<file path="src/rtl/hsd_pkg.sv">
// Shared types and constants of the Huffman stream decoder.
package hsd_pkg;

  localparam int NODE_W  = 9;
  localparam int ENTRY_W = 19;
  localparam int HDR_LEN = 9;
  localparam int CNT_LEN = 8;

  typedef enum logic [1:0] {
    PH_HEADER = 2'd0,
    PH_TREE   = 2'd1,
    PH_DATA   = 2'd2,
    PH_HALT   = 2'd3
  } phase_t;

  typedef enum logic [2:0] {
    ST_IDLE,
    ST_BIT,
    ST_T_STK,
    ST_T_TAB,
    ST_D_CHILD,
    ST_RES,
    ST_FLUSH
  } state_t;

  typedef struct packed {
    logic [7:0] symbol;
    logic       file_done;
    logic       malformed;
  } hsd_res_t;

  typedef struct packed {
    hsd_res_t res;
    logic     last;
  } hsd_out_t;

endpackage

</file>
<file path="src/rtl/hsd_emit.sv">
// Result holding stage: keeps one result back until it is known whether it ends the byte.
module hsd_emit
  import hsd_pkg::*;
(
  input  logic     clk,
  input  logic     rst,
  input  logic     push_valid,
  output logic     push_ready,
  input  hsd_res_t push_res,
  input  logic     flush_valid,
  output logic     flush_ready,
  output logic     m_valid,
  input  logic     m_ready,
  output hsd_out_t m_out
);

  logic     pend_valid;
  hsd_res_t pend;
  logic     out_free;
  logic     push_acc, load_mid, load_end;

  assign out_free    = !m_valid || m_ready;
  assign push_ready  = !pend_valid || out_free;
  assign flush_ready = !pend_valid || out_free;
  assign push_acc    = push_valid && push_ready;
  assign load_mid    = push_acc && pend_valid;
  assign load_end    = !push_acc && flush_valid && flush_ready && pend_valid;

  always_ff @(posedge clk) begin
    if (rst) begin
      m_valid    <= 1'b0;
      pend_valid <= 1'b0;
    end else begin
      if (load_mid || load_end) begin
        m_out   <= '{res: pend, last: load_end};
        m_valid <= 1'b1;
      end else if (m_valid && m_ready) begin
        m_valid <= 1'b0;
      end
      if (push_acc) begin
        pend       <= push_res;
        pend_valid <= 1'b1;
      end else if (load_end) begin
        pend_valid <= 1'b0;
      end
    end
  end

endmodule

</file>
<file path="config.mk">
export PLATFORM = sky130hd
export DESIGN_NAME = hsd_emit
export DESIGN_NICKNAME = d
export VERILOG_FILES = /design/src/rtl/hsd_pkg.sv /design/src/rtl/hsd_emit.sv
export SDC_FILE = /design/constraint.sdc
export NUM_CORES = 1
export LEC_CHECK = 0
export BUFFER_PORTS_ARGS = -buffer_cell sky130_fd_sc_hd__buf_2
export CORE_MARGIN = 3
export CORE_UTILIZATION = 40
export DETAILED_ROUTE_END_ITERATION = 8
export PLACE_DENSITY = 0.76
export SKIP_LAST_GASP = 1
export SYNTH_ARGS = -nofsm -noshare
export SYNTH_HDL_FRONTEND = slang
export SYNTH_SLANG_ARGS = --single-unit
export TNS_END_PERCENT = 20
</file>
<file path="constraint.sdc">
create_clock -name clk -period 6 [get_ports clk]
set_clock_uncertainty 0.2 [all_clocks]
set_input_delay 0.3 -clock clk [delete_from_list [all_inputs] [get_ports clk]]
set_output_delay 0.3 -clock clk [all_outputs]
set_load 0.01 [all_outputs]
</file>
# Word-level counts from Yosys, hierarchy flattened

Cells that the tools add are included.

Word-level logic and storage cells: 30
Input bits: 15
Output and inout bits: 14
Bits in registers: 23

Reduce and logical (&&, ||, !) cells: 16
Multiplexer cells: 4
Bitwise logic cells: 1

Operators by type and width:

| kind                | count |
|---|---|
| 1-bit logical AND   | 6 |
| 1-bit two-way mux   | 4 |
| 2-bit AND reduction | 2 |
| 2-bit nonzero test  | 2 |
| 1-bit logical NOT   | 3 |
| 1-bit logical OR    | 3 |
| 1-bit inverter      | 1 |

# Longest topological paths before layout

Gate-level depths: netlist of run 1.

Word-level depth: 10
Mapped depth: 3
Gate-level depth less buffers: 2

# Worst setup path before layout of run 1

Ideal clock, no wire load.

Kind: reg2reg
Start: register m_valid
End: register pend[0] (netlist bit) (enable)
Buffers on the path: 0
Setup time: 0.393 ns
Slack: 4.029 ns
Data arrival time: 1.378 ns
Period minus slack after synthesis: 1.971 ns
Data required time: 5.407 ns
Stages on the path, launching flop included: 3
Cell sequence: dfxtp_1 > nor2b_4 > a211oi_1

Word-level cells in the longest chain between the ends: 5

Ends and longest elaborated chain:

| what                          | RTL line       | source |
|---|---|---|
| start: declaration            | hsd_emit.sv:12 | `output logic m_valid,` |
| start signal: assignment      | hsd_emit.sv:31 | `m_valid <= 1'b0;` |
| start signal: assignment      | hsd_emit.sv:36 | `m_valid <= 1'b1;` |
| start signal: assignment      | hsd_emit.sv:38 | `m_valid <= 1'b0;` |
| 1-bit logical NOT             | hsd_emit.sv:22 | `assign out_free = !m_valid \|\| m_ready;` |
| 1-bit logical OR              | hsd_emit.sv:22 |  |
| 1-bit logical OR              | hsd_emit.sv:23 | `assign push_ready = !pend_valid \|\| out_free;` |
| 1-bit logical AND             | hsd_emit.sv:25 | `assign push_acc = push_valid && push_ready;` |
| 2-bit AND reduction (no line) | --             |  |
| end signal: assignment        | hsd_emit.sv:41 | `pend <= push_res;` |
| end: declaration              | hsd_emit.sv:18 | `hsd_res_t pend;` |

Every way passes these cells.
A chain may end at the register's enable or synchronous reset.

# Worst setup path after layout of run 1

Start: input port rst
End: register m_out[6] (netlist bit) (enable)

Word-level cells in the longest chain between the ends: 2

Ends and longest elaborated chain:

| what                          | RTL line       | source |
|---|---|---|
| start: declaration            | hsd_emit.sv:6  | `input logic rst,` |
| 1-bit inverter (no line)      | --             |  |
| 2-bit AND reduction (no line) | --             |  |
| end signal: assignment        | hsd_emit.sv:35 | `m_out <= '{res: pend, last: load_end};` |
| end: declaration              | hsd_emit.sv:14 | `output hsd_out_t m_out` |

Every way passes these cells.

==> results of run 1 <==
## final timing paths
check	to	slack (ns)	cells past startpoint
max	m_out[6]	3.78	3
min	pend_valid	0.04	2
max reg2reg	m_out[6]	3.97	2
min reg2reg	m_out[7]	0.23	0
## cell usage after synthesis
cell type  instances
a21oi_1            1
dfxtp_1            2
nor2b_4            1
nand2_1            1
and4_2             1
buf_4              1
nor2_1             2
edfxtp_1          21
a211oi_1           1
nand2b_4           1
nor4b_2            1
inv_1              1
a311oi_2           1
o21ai_0            1
## worst register-to-register path: stages, from the launching register on
cell and delay (ns):
dfxtp_1 0.36, nor2b_4 0.15, nor4b_2 0.95
## power breakdown
group | leakage, nW | internal (mW) | switching [mW]
clock network | 0.0150 | 0.0259 | 0.0419
registers | 0.210 | 0.181 | 0.00201
logic | 0.189 | 0.0123 | 0.00952
## state kept, by name, indices dropped and copies added, names as in the netlist
name and count:
pend 10, pend_valid 1, m_out 11, m_valid 1
## metal layers
| metal | vias to the layer above | share of wire, % | GRT usage (%) |
|---|---|---|---|
| li1 | 225 | - | - |
| met1 | 207 | 39 | 11.7 |
| met2 | 23 | 51 | 19.3 |
| met3 | 4 | 7.1 | 5.14 |
| met4 | 0 | 2.7 | 6.91 |
| met5 | - | 0 | 0 |
## stage by stage
step,instance area (um^2),util [%],setup WS [ns],hold slack (ns),instances
finish,1090,60.9,3.78,0.0370,104
detailed placement,950,53.3,3.97,0.205,89
global route,1090,60.9,3.62,0.0202,104
CTS,1090,60.9,3.78,0.0236,104
global placement,950,53.3,4.02,0.203,89
floorplan,778,-,4.03,0.168,36
## logic make-up after synthesis
family	count (synthesis)	synth area share [%]
DFF	23	86.2
and+or+nand+nor	7	8.20
AOI/OAI and AO/OA	4	4.18
buffers and inverters	2	1.45
## timing repair
| action | CTS | global route |
|---|---|---|
| hold buffers | 11 | 0 |
| setup endpoints to repair | 0 | 0 |
| resized for setup | 0 | 0 |
| endpoints found under the hold margin | 12 | 0 |
## cell type report
cell class | count | area (um^2)
fillers | 149 | 697
flip-flops and latches | 23 | 671
repair buffers | 40 | 258
multi-input cells | 11 | 96.3
well taps | 25 | 31.3
clock buffers | 4 | 26.3
inverters | 1 | 3.75
==> impl_metrics.py, run 1 <==
metrics = {
    "clocking": {
        "cts.path.max_buffers": 2,
        "post_cts_buffers": 0,
        "clkSlewWorstSetupHoldPaths_ns": 0.11,
        "cts_tree": "yes",
        "insertion_delay_ns": 0.30,
        "clock-sinks": 23,
        "root_buffer": "clkbuf_4",
        "cts_inserted_buffers": 3,
        "htreeDepth": 1,
    },
    "sta": {
        "min_period_ns": 2.22,
        "rsz0062_at_grt": "false",
        "finalSetupTns_ns": 0,
        "final_max_slew_viol_count": 0,
        "setup_viol": 0,
        "maxSlewHeadroom_pct": 23.9,
        "post-route-period-util_pct": 37.0,
        "hold_viol": 0,
        "worst_pin_slew_ns": 1.14,
        "max_freq_mhz": 450,
    },
    "yosys": {
        "ys_seq_area_share_pct": 86.2,
        "synthCells": 36,
        "synth_top_area_cell": "edfxtp_1",
        "synth_warnings": 0,
        "synth_top_cell_area_share_pct": 81.0,
        "synth_seq_cells": 23,
        "yosysUniqueCellTypes": 14,
        "synth_area_um2": 778,
        "avgSynthCellArea_um2": 21.6,
        "synth.area.top_cells": "edfxtp_1 81%, dfxtp_1 5.1%, a311oi_2 1.9%",
        "synth.net_count": 51,
    },
    "finish": {
        "syn_to_final_growth_pct": 39.5,
        "drive_above_1_share_pct": 46.8,
        "final_common_cell": "buf_2",
        "diodes": 0,
        "nets": 95,
        "layout_common_cells": "28 x buf_2, 21 x edfxtp_1, 11 x dlygate4sd3_1, 3 x clkbuf_4",
    },
    "global_route": {
        "gr-total-overflow": 0,
        "grt_usage_pct": 11.6,
        "grt_pass1_wl_um": 2040,
        "grt_start_max_net_pins": 13,
        "grt_antenna_before_repair": 0,
        "grt_pass1_vias": 434,
    },
    "worst_setup_path": {
        "worstPathRequired_ns": 5.73,
        "critPathMaxFanout": 11,
        "path_class": "in -> reg",
        "startpoint_type": "input port",
        "crit_family": "simple AND/OR/NAND/NOR gates",
        "path_buf_inv": 2,
        "end_kind": "register",
        "slowest_delay_ns": 0.98,
        "path_cells": "dlygate4sd3_1 -> buf_2 -> nor4b_2",
        "critPathLaunch": "rst",
        "timing.rr.start": "m_valid",
        "cp.arrival_ns": 1.95,
        "slowest_stage": "nor4b_2",
    },
    "placed_design": {
        "portBuffers": 28,
        "place_hpwl_um": 829,
        "finalWeightedCongestion": 0.675,
    },
    "worst_hold_path": {
        "hold_path.startpoint": "flush_valid",
        "hold_class": "in -> reg",
    },
    "drt": {
        "viasPerCell": 4.41,
        "dr.pass1.iters": 4,
        "drtIter0Drc": 8,
        "wirelength_um": 1310,
        "drc": 0,
        "antenna_left": 0,
        "vias": 459,
        "wl_per_cell_um": 12.6,
    },
    "die": {
        "core_mm2": 0.00178,
        "die_x_um": 50.1,
        "ioPinCount": 29,
        "start_util_pct": 43.6,
        "rows": 15,
        "dieArea_mm2": 0.00251,
        "dieHeight_um": 50.1,
    },
    "job": {
        "maxCapViolCount": 0,
    },
    "pwr": {
        "total_power_mw": 0.273,
        "ir_drop_uv": 158,
        "power_density_mw_per_mm2": 251,
        "p_leak_nw": 0.414,
    },
    "run_status": {
        "status": "completed",
    },
}
Note: power is estimated with default switching activity, not from simulation.
==> inputs of run 2 (changes only) <==
--- a/config.mk
+++ b/config.mk
@@ -5,6 +5,7 @@
 export SDC_FILE = /design/constraint.sdc
 export NUM_CORES = 1
 export LEC_CHECK = 0
+export ABC_AREA = 1
 export BUFFER_PORTS_ARGS = -buffer_cell sky130_fd_sc_hd__buf_2
 export CORE_MARGIN = 3
 export CORE_UTILIZATION = 40
==> constraint.sdc (replaced) <==
create_clock -name clk -period 2.2 [get_ports clk]
set_clock_uncertainty 0.2 [all_clocks]
set_input_delay 0.11 -clock clk [delete_from_list [all_inputs] [get_ports clk]]
set_output_delay 0.11 -clock clk [all_outputs]
set_load 0.01 [all_outputs]
==> impl_metrics.py, run 2 <==
metrics = {
    "sta": {
        "maxSlewHeadroom_pct": 75.5,
        "min_period_ns": 2.08,
        "final_max_slew_viol_count": 0,
        "hold_viol": 0,
        "holdWs_ns": 0.0550,
        "max_freq_mhz": 480,
        "worst_pin_slew_ns": 0.366,
        "post-route-period-util_pct": 94.6,
        "finalSetupTns_ns": 0,
        "setup_viol": 0,
        "rsz0062_at_grt": "false",
    },
    "finish": {
        "largest_register_ffs": 11,
        "largest_registers": "m_out x11, pend x10",
        "nets": 104,
        "fillers": 141,
        "syn_to_final_growth_pct": 46.0,
        "drive_above_1_share_pct": 43.2,
        "postLayoutCoreUtil_pct": 63.3,
        "regMostFlops": "m_out",
        "final_common_cell": "buf_2",
        "diodes": 0,
        "layout_common_cells": "28 x buf_2, 21 x edfxtp_1, 15 x dlygate4sd3_1, 6 x inv_1, 3 x clkbuf_4",
    },
    "clocking": {
        "htreeDepth": 1,
        "post_cts_buffers": 0,
        "root_buffer": "clkbuf_4",
        "cts.path.max_buffers": 2,
        "clkSlewWorstSetupHoldPaths_ns": 0.11,
        "clock-sinks": 23,
        "insertion_delay_ns": 0.29,
        "cts_inserted_buffers": 3,
        "cts_tree": "yes",
    },
    "drt": {
        "antenna_left": 0,
        "drtIter0Drc": 3,
        "drc": 0,
        "wl_per_cell_um": 10.2,
        "wirelength_um": 1160,
        "dr.pass1.iters": 2,
        "viasPerCell": 4.06,
        "vias": 459,
    },
    "pwr": {
        "total_power_mw": 0.740,
        "p_int_mw": 0.598,
        "p_comb_share_pct": 8.2,
        "p_switching_mw": 0.142,
        "p_leak_nw": 0.469,
        "seq_power_share_pct": 67.6,
        "power_density_mw_per_mm2": 663,
        "swShare_pct": 19.2,
        "ir_drop_uv": 396,
        "pwr-share-clk_pct": 24.3,
    },
    "global_route": {
        "grt_start_max_net_pins": 14,
        "grt_pass1_wl_um": 2000,
        "grt_antenna_before_repair": 0,
        "grt_usage_pct": 11.1,
        "grt_pass1_vias": 441,
        "gr-total-overflow": 0,
    },
    "worst_setup_path": {
        "end_kind": "register",
        "r2r-end": "pend_valid",
        "reg2reg_slack_ns": 0.25,
        "startpoint_type": "input port",
        "critPathMaxFanout": 3,
        "cp.arrival_ns": 2.12,
        "timing.rr.start": "pend_valid",
        "worstPathRequired_ns": 2.24,
        "rr_worst_depth": 4,
        "path_class": "in -> reg",
    },
    "yosys": {
        "avgSynthCellArea_um2": 18.6,
        "synth_top_area_cell": "edfxtp_1",
        "yosysUniqueCellTypes": 12,
        "synth.net_count": 56,
        "ys_seq_area_share_pct": 87.7,
        "synthCells": 41,
        "synth_seq_cells": 23,
        "async_flop_share_pct": 0,
        "synth_edf_count": 21,
        "ys.flop_type": "edfxtp_1",
        "yosysMostFrequentCell": "edfxtp_1",
        "synth_warnings": 0,
        "synth.cells.most_frequent": "21 x edfxtp_1, 6 x inv_1",
        "synth_top_cell_area_share_pct": 82.5,
        "synth_area_um2": 764,
        "synth.area.top_cells": "edfxtp_1 82%, dfxtp_1 5.2%, inv_1 2.9%",
    },
    "run_status": {
        "status": "completed",
    },
    "placed_design": {
        "portBuffers": 28,
        "finalWeightedCongestion": 0.693,
    },
    "die": {
        "ioPinCount": 29,
        "core_mm2": 0.00176,
        "die_x_um": 49.7,
        "start_util_pct": 43.3,
        "dieHeight_um": 49.7,
        "rows": 15,
        "dieArea_mm2": 0.00247,
    },
    "job": {
        "maxCapViolCount": 0,
    },
    "worst_hold_path": {
        "hold_path.startpoint": "push_valid",
        "worstHoldEndpoint": "m_out[0]",
        "hold_class": "in -> reg",
        "hold_depth": 4,
    },
}
==> run 2: power groups by stage <==
| stage | Combinational, mW | Sequential, mW | Clock [mW] |
|---|---|---|---|
| after floorplan | 0.0127 | 0.512 | 0 |
| after global placement | 0.0384 | 0.508 | 0 |
| after detailed placement | 0.0393 | 0.509 | 0 |
| after CTS | 0.0616 | 0.499 | 0.189 |
| after global routing | 0.0673 | 0.501 | 0.203 |
| final | 0.0603 | 0.500 | 0.180 |
==> run 2: layout make-up <==
type	count	area [um^2]	area share, %
Clock buffer	3	22.5	2.02
Clock inverter	1	5.00	0.448
Tap cell	25	31.3	2.80
Inverter	6	22.5	2.02
Sequential cell	23	673	60.3
Multi-Input combinational cell	11	63.8	5.72
Timing Repair Buffer	44	298	26.7
==> run 2: worst max path at each step <==
stage                     cells past startpoint  slack, ns          to        from
after floorplan                               3       0.62     pend[0]     m_valid
after global routing                          7       0.04  pend_valid         rst
after global placement                        4       0.77    m_out[6]  pend_valid
after CTS                                     5       0.08     m_valid  pend_valid
final                                         7       0.12  pend_valid         rst
after detailed placement                      4       0.71    m_out[9]  pend_valid
==> run 2: stage by stage <==
step / cells / instance area (um^2) / setup WS (ns)
final: 113 / 1120 / 0.118
after detailed placement: 94 / 936 / 0.712
after CTS: 114 / 1120 / 0.0831
after global routing: 113 / 1120 / 0.0352
after global placement: 94 / 936 / 0.773
after floorplan: 41 / 764 / 0.619
==> run 2: logic make-up after synthesis <==
kind of cell | count (synthesis) | share of synthesized area, %
buf+inv | 7 | 3.93
simple gates | 8 | 5.40
compound gates | 3 | 2.94
flops | 23 | 87.7
==> run 2: critical path: stages <==
cell	delay, ns
dlygate4sd3_1	0.53
buf_2	0.14
inv_1	0.06
o21ai_0	0.06
dlygate4sd3_1	0.55
a21oi_1	0.11
dlygate4sd3_1	0.56
==> run 2: what timing repair did <==
| item | CTS | global route |
|---|---|---|
| endpoints found under the hold margin | 12 | 0 |
| resized for setup | 0 | 2 |
| hold buffers | 16 | 0 |
| endpoints found under the setup margin | 0 | 1 |
==> run 2: layer usage <==
layer | vias to the layer above | wire, um | GRT usage, %
li1 | 240 | - | -
met1 | 202 | 496 | 12.6
met2 | 15 | 583 | 18.9
met3 | 2 | 63 | 3.02
met4 | 0 | 14 | 5.53
met5 | - | 0 | 0
==> inputs of run 3 (changes only) <==
--- a/config.mk
+++ b/config.mk
@@ -5,12 +5,14 @@
 export SDC_FILE = /design/constraint.sdc
 export NUM_CORES = 1
 export LEC_CHECK = 0
-export ABC_AREA = 1
+export ABC_AREA = 0
 export BUFFER_PORTS_ARGS = -buffer_cell sky130_fd_sc_hd__buf_2
+export CELL_PAD_IN_SITES_DETAIL_PLACEMENT = 1
+export CELL_PAD_IN_SITES_GLOBAL_PLACEMENT = 1
 export CORE_MARGIN = 3
-export CORE_UTILIZATION = 40
+export CORE_UTILIZATION = 38
 export DETAILED_ROUTE_END_ITERATION = 8
-export PLACE_DENSITY = 0.76
+export PLACE_DENSITY = 0.84
 export SKIP_LAST_GASP = 1
 export SYNTH_ARGS = -nofsm -noshare
 export SYNTH_HDL_FRONTEND = slang
==> impl_metrics.py, run 3 (same netlist as run 1, synthesis figures left out) <==
metrics = {
    "worst_hold_path": {
        "hold_path.startpoint": "flush_valid",
        "hold_depth": 2,
        "hold_class": "in -> reg",
        "worstHoldEndpoint": "m_out[0]",
    },
    "finish": {
        "drive_above_1_share_pct": 47.0,
        "largest_registers": "m_out x11, pend x10",
        "regMostFlops": "m_out",
        "syn_to_final_growth_pct": 44.5,
        "layout_common_cells": "28 x buf_2, 21 x edfxtp_1, 14 x dlygate4sd3_1, 3 x clkbuf_4",
        "postLayoutCoreUtil_pct": 61.8,
        "nets": 99,
        "diodes": 0,
        "largest_register_ffs": 11,
        "final_common_cell": "buf_2",
        "stdcell_count": 108,
    },
    "worst_setup_path": {
        "reg2reg_slack_ns": 0.61,
        "critPathMaxFanout": 3,
        "path_buf_inv": 3,
        "r2r-end": "pend_valid",
        "path_cells": "dlygate4sd3_1 -> buf_2 -> nand2b_4 -> a311oi_2 -> dlygate4sd3_1",
        "cpMostUsedCell": "dlygate4sd3_1",
        "startpoint_type": "input port",
        "slowest_stage": "dlygate4sd3_1",
        "cp.arrival_ns": 1.76,
        "slowest_delay_ns": 0.58,
        "worstPathRequired_ns": 2.25,
        "rr_worst_depth": 3,
        "crit_family": "buffers and inverters",
        "path_class": "in -> reg",
        "end_kind": "register",
        "timing.rr.start": "m_valid",
    },
    "sta": {
        "setup_viol": 0,
        "max_freq_mhz": 585,
        "maxSlewHeadroom_pct": 85.3,
        "rsz0062_at_grt": "false",
        "worst_pin_slew_ns": 0.220,
        "holdWs_ns": 0.0392,
        "post-route-period-util_pct": 77.7,
        "hold_viol": 0,
        "final_max_slew_viol_count": 0,
        "finalSetupTns_ns": 0,
        "fin_ws_ns": 0.491,
        "min_period_ns": 1.71,
    },
    "die": {
        "dieHeight_um": 51.3,
        "ioPinCount": 29,
        "dieArea_mm2": 0.00263,
        "rows": 15,
        "start_util_pct": 42.7,
        "core_mm2": 0.00182,
        "die_x_um": 51.3,
    },
    "global_route": {
        "grt_usage_pct": 16.0,
        "grt_pass1_vias": 543,
        "grt_start_max_net_pins": 14,
        "gr-total-overflow": 0,
        "grt_antenna_before_repair": 0,
        "grt_pass1_wl_um": 2840,
    },
    "drt": {
        "dr.pass1.iters": 1,
        "vias": 483,
        "antenna_left": 0,
        "wirelength_um": 1800,
        "drtIter0Drc": 0,
        "viasPerCell": 4.47,
        "drc": 0,
        "wl_per_cell_um": 16.6,
    },
    "job": {
        "maxCapViolCount": 0,
    },
    "pwr": {
        "p_comb_share_pct": 8.9,
        "ir_drop_uv": 405,
        "p_switching_mw": 0.163,
        "power_density_mw_per_mm2": 679,
        "seq_power_share_pct": 65.6,
        "swShare_pct": 21.3,
        "p_int_mw": 0.601,
        "pwr-share-clk_pct": 25.4,
        "p_leak_nw": 0.438,
    },
    "placed_design": {
        "finalWeightedCongestion": 0.618,
        "place_hpwl_um": 1170,
        "portBuffers": 28,
        "dp_slack_ns": 0.722,
        "placedCellCount": 90,
    },
    "clocking": {
        "insertion_delay_ns": 0.31,
        "root_buffer": "clkbuf_4",
        "clock-sinks": 23,
        "cts_tree": "yes",
        "cts_resized": 0,
        "htreeDepth": 1,
        "cts_inserted_buffers": 3,
        "clkSlewWorstSetupHoldPaths_ns": 0.12,
        "post_cts_buffers": 0,
        "cts.path.max_buffers": 2,
        "hold_buffers": 14,
    },
    "run_status": {
        "status": "completed",
    },
}
-- run 3: metrics by stage --
step	total power, mW	cell area [um^2]
finish	0.763	1120
global route	0.803	1120
CTS	0.756	1120
detailed placement	0.558	957
global placement	0.553	957
floorplan	0.528	778
-- run 3: area by class of cell --
class | instances | area, um^2
clock inverters | 1 | 5.00
flip-flops and latches | 23 | 671
well taps | 25 | 31.3
multi-input cells | 11 | 96.3
fillers | 191 | 696
clock buffers | 3 | 22.5
repair buffers | 44 | 295
inverters | 1 | 3.75
-- run 3: power groups by stage --
stage	clock (mW)	sequential, mW	combinational, mW
CTS	0.188	0.501	0.0670
floorplan	0	0.513	0.0152
detailed placement	0	0.511	0.0470
global route	0.225	0.503	0.0747
global placement	0	0.509	0.0445
finish	0.194	0.501	0.0683
-- run 3: worst max-delay path by stage --
stage	from	end	slack (ns)	cells after the start
floorplan	m_valid	pend[0]	0.23	2
global placement	m_valid	m_out[2]	0.77	3
detailed placement	m_valid	m_out[7]	0.72	3
CTS	m_ready	pend_valid	0.51	5
global route	m_ready	pend_valid	0.48	5
finish	m_ready	pend_valid	0.49	5
-- run 3: metal layers --
metal,track usage [%],routed length (um)
met5,0,0
met4,7.42,43
met3,4.96,97
met2,32.4,1080
met1,13.7,573
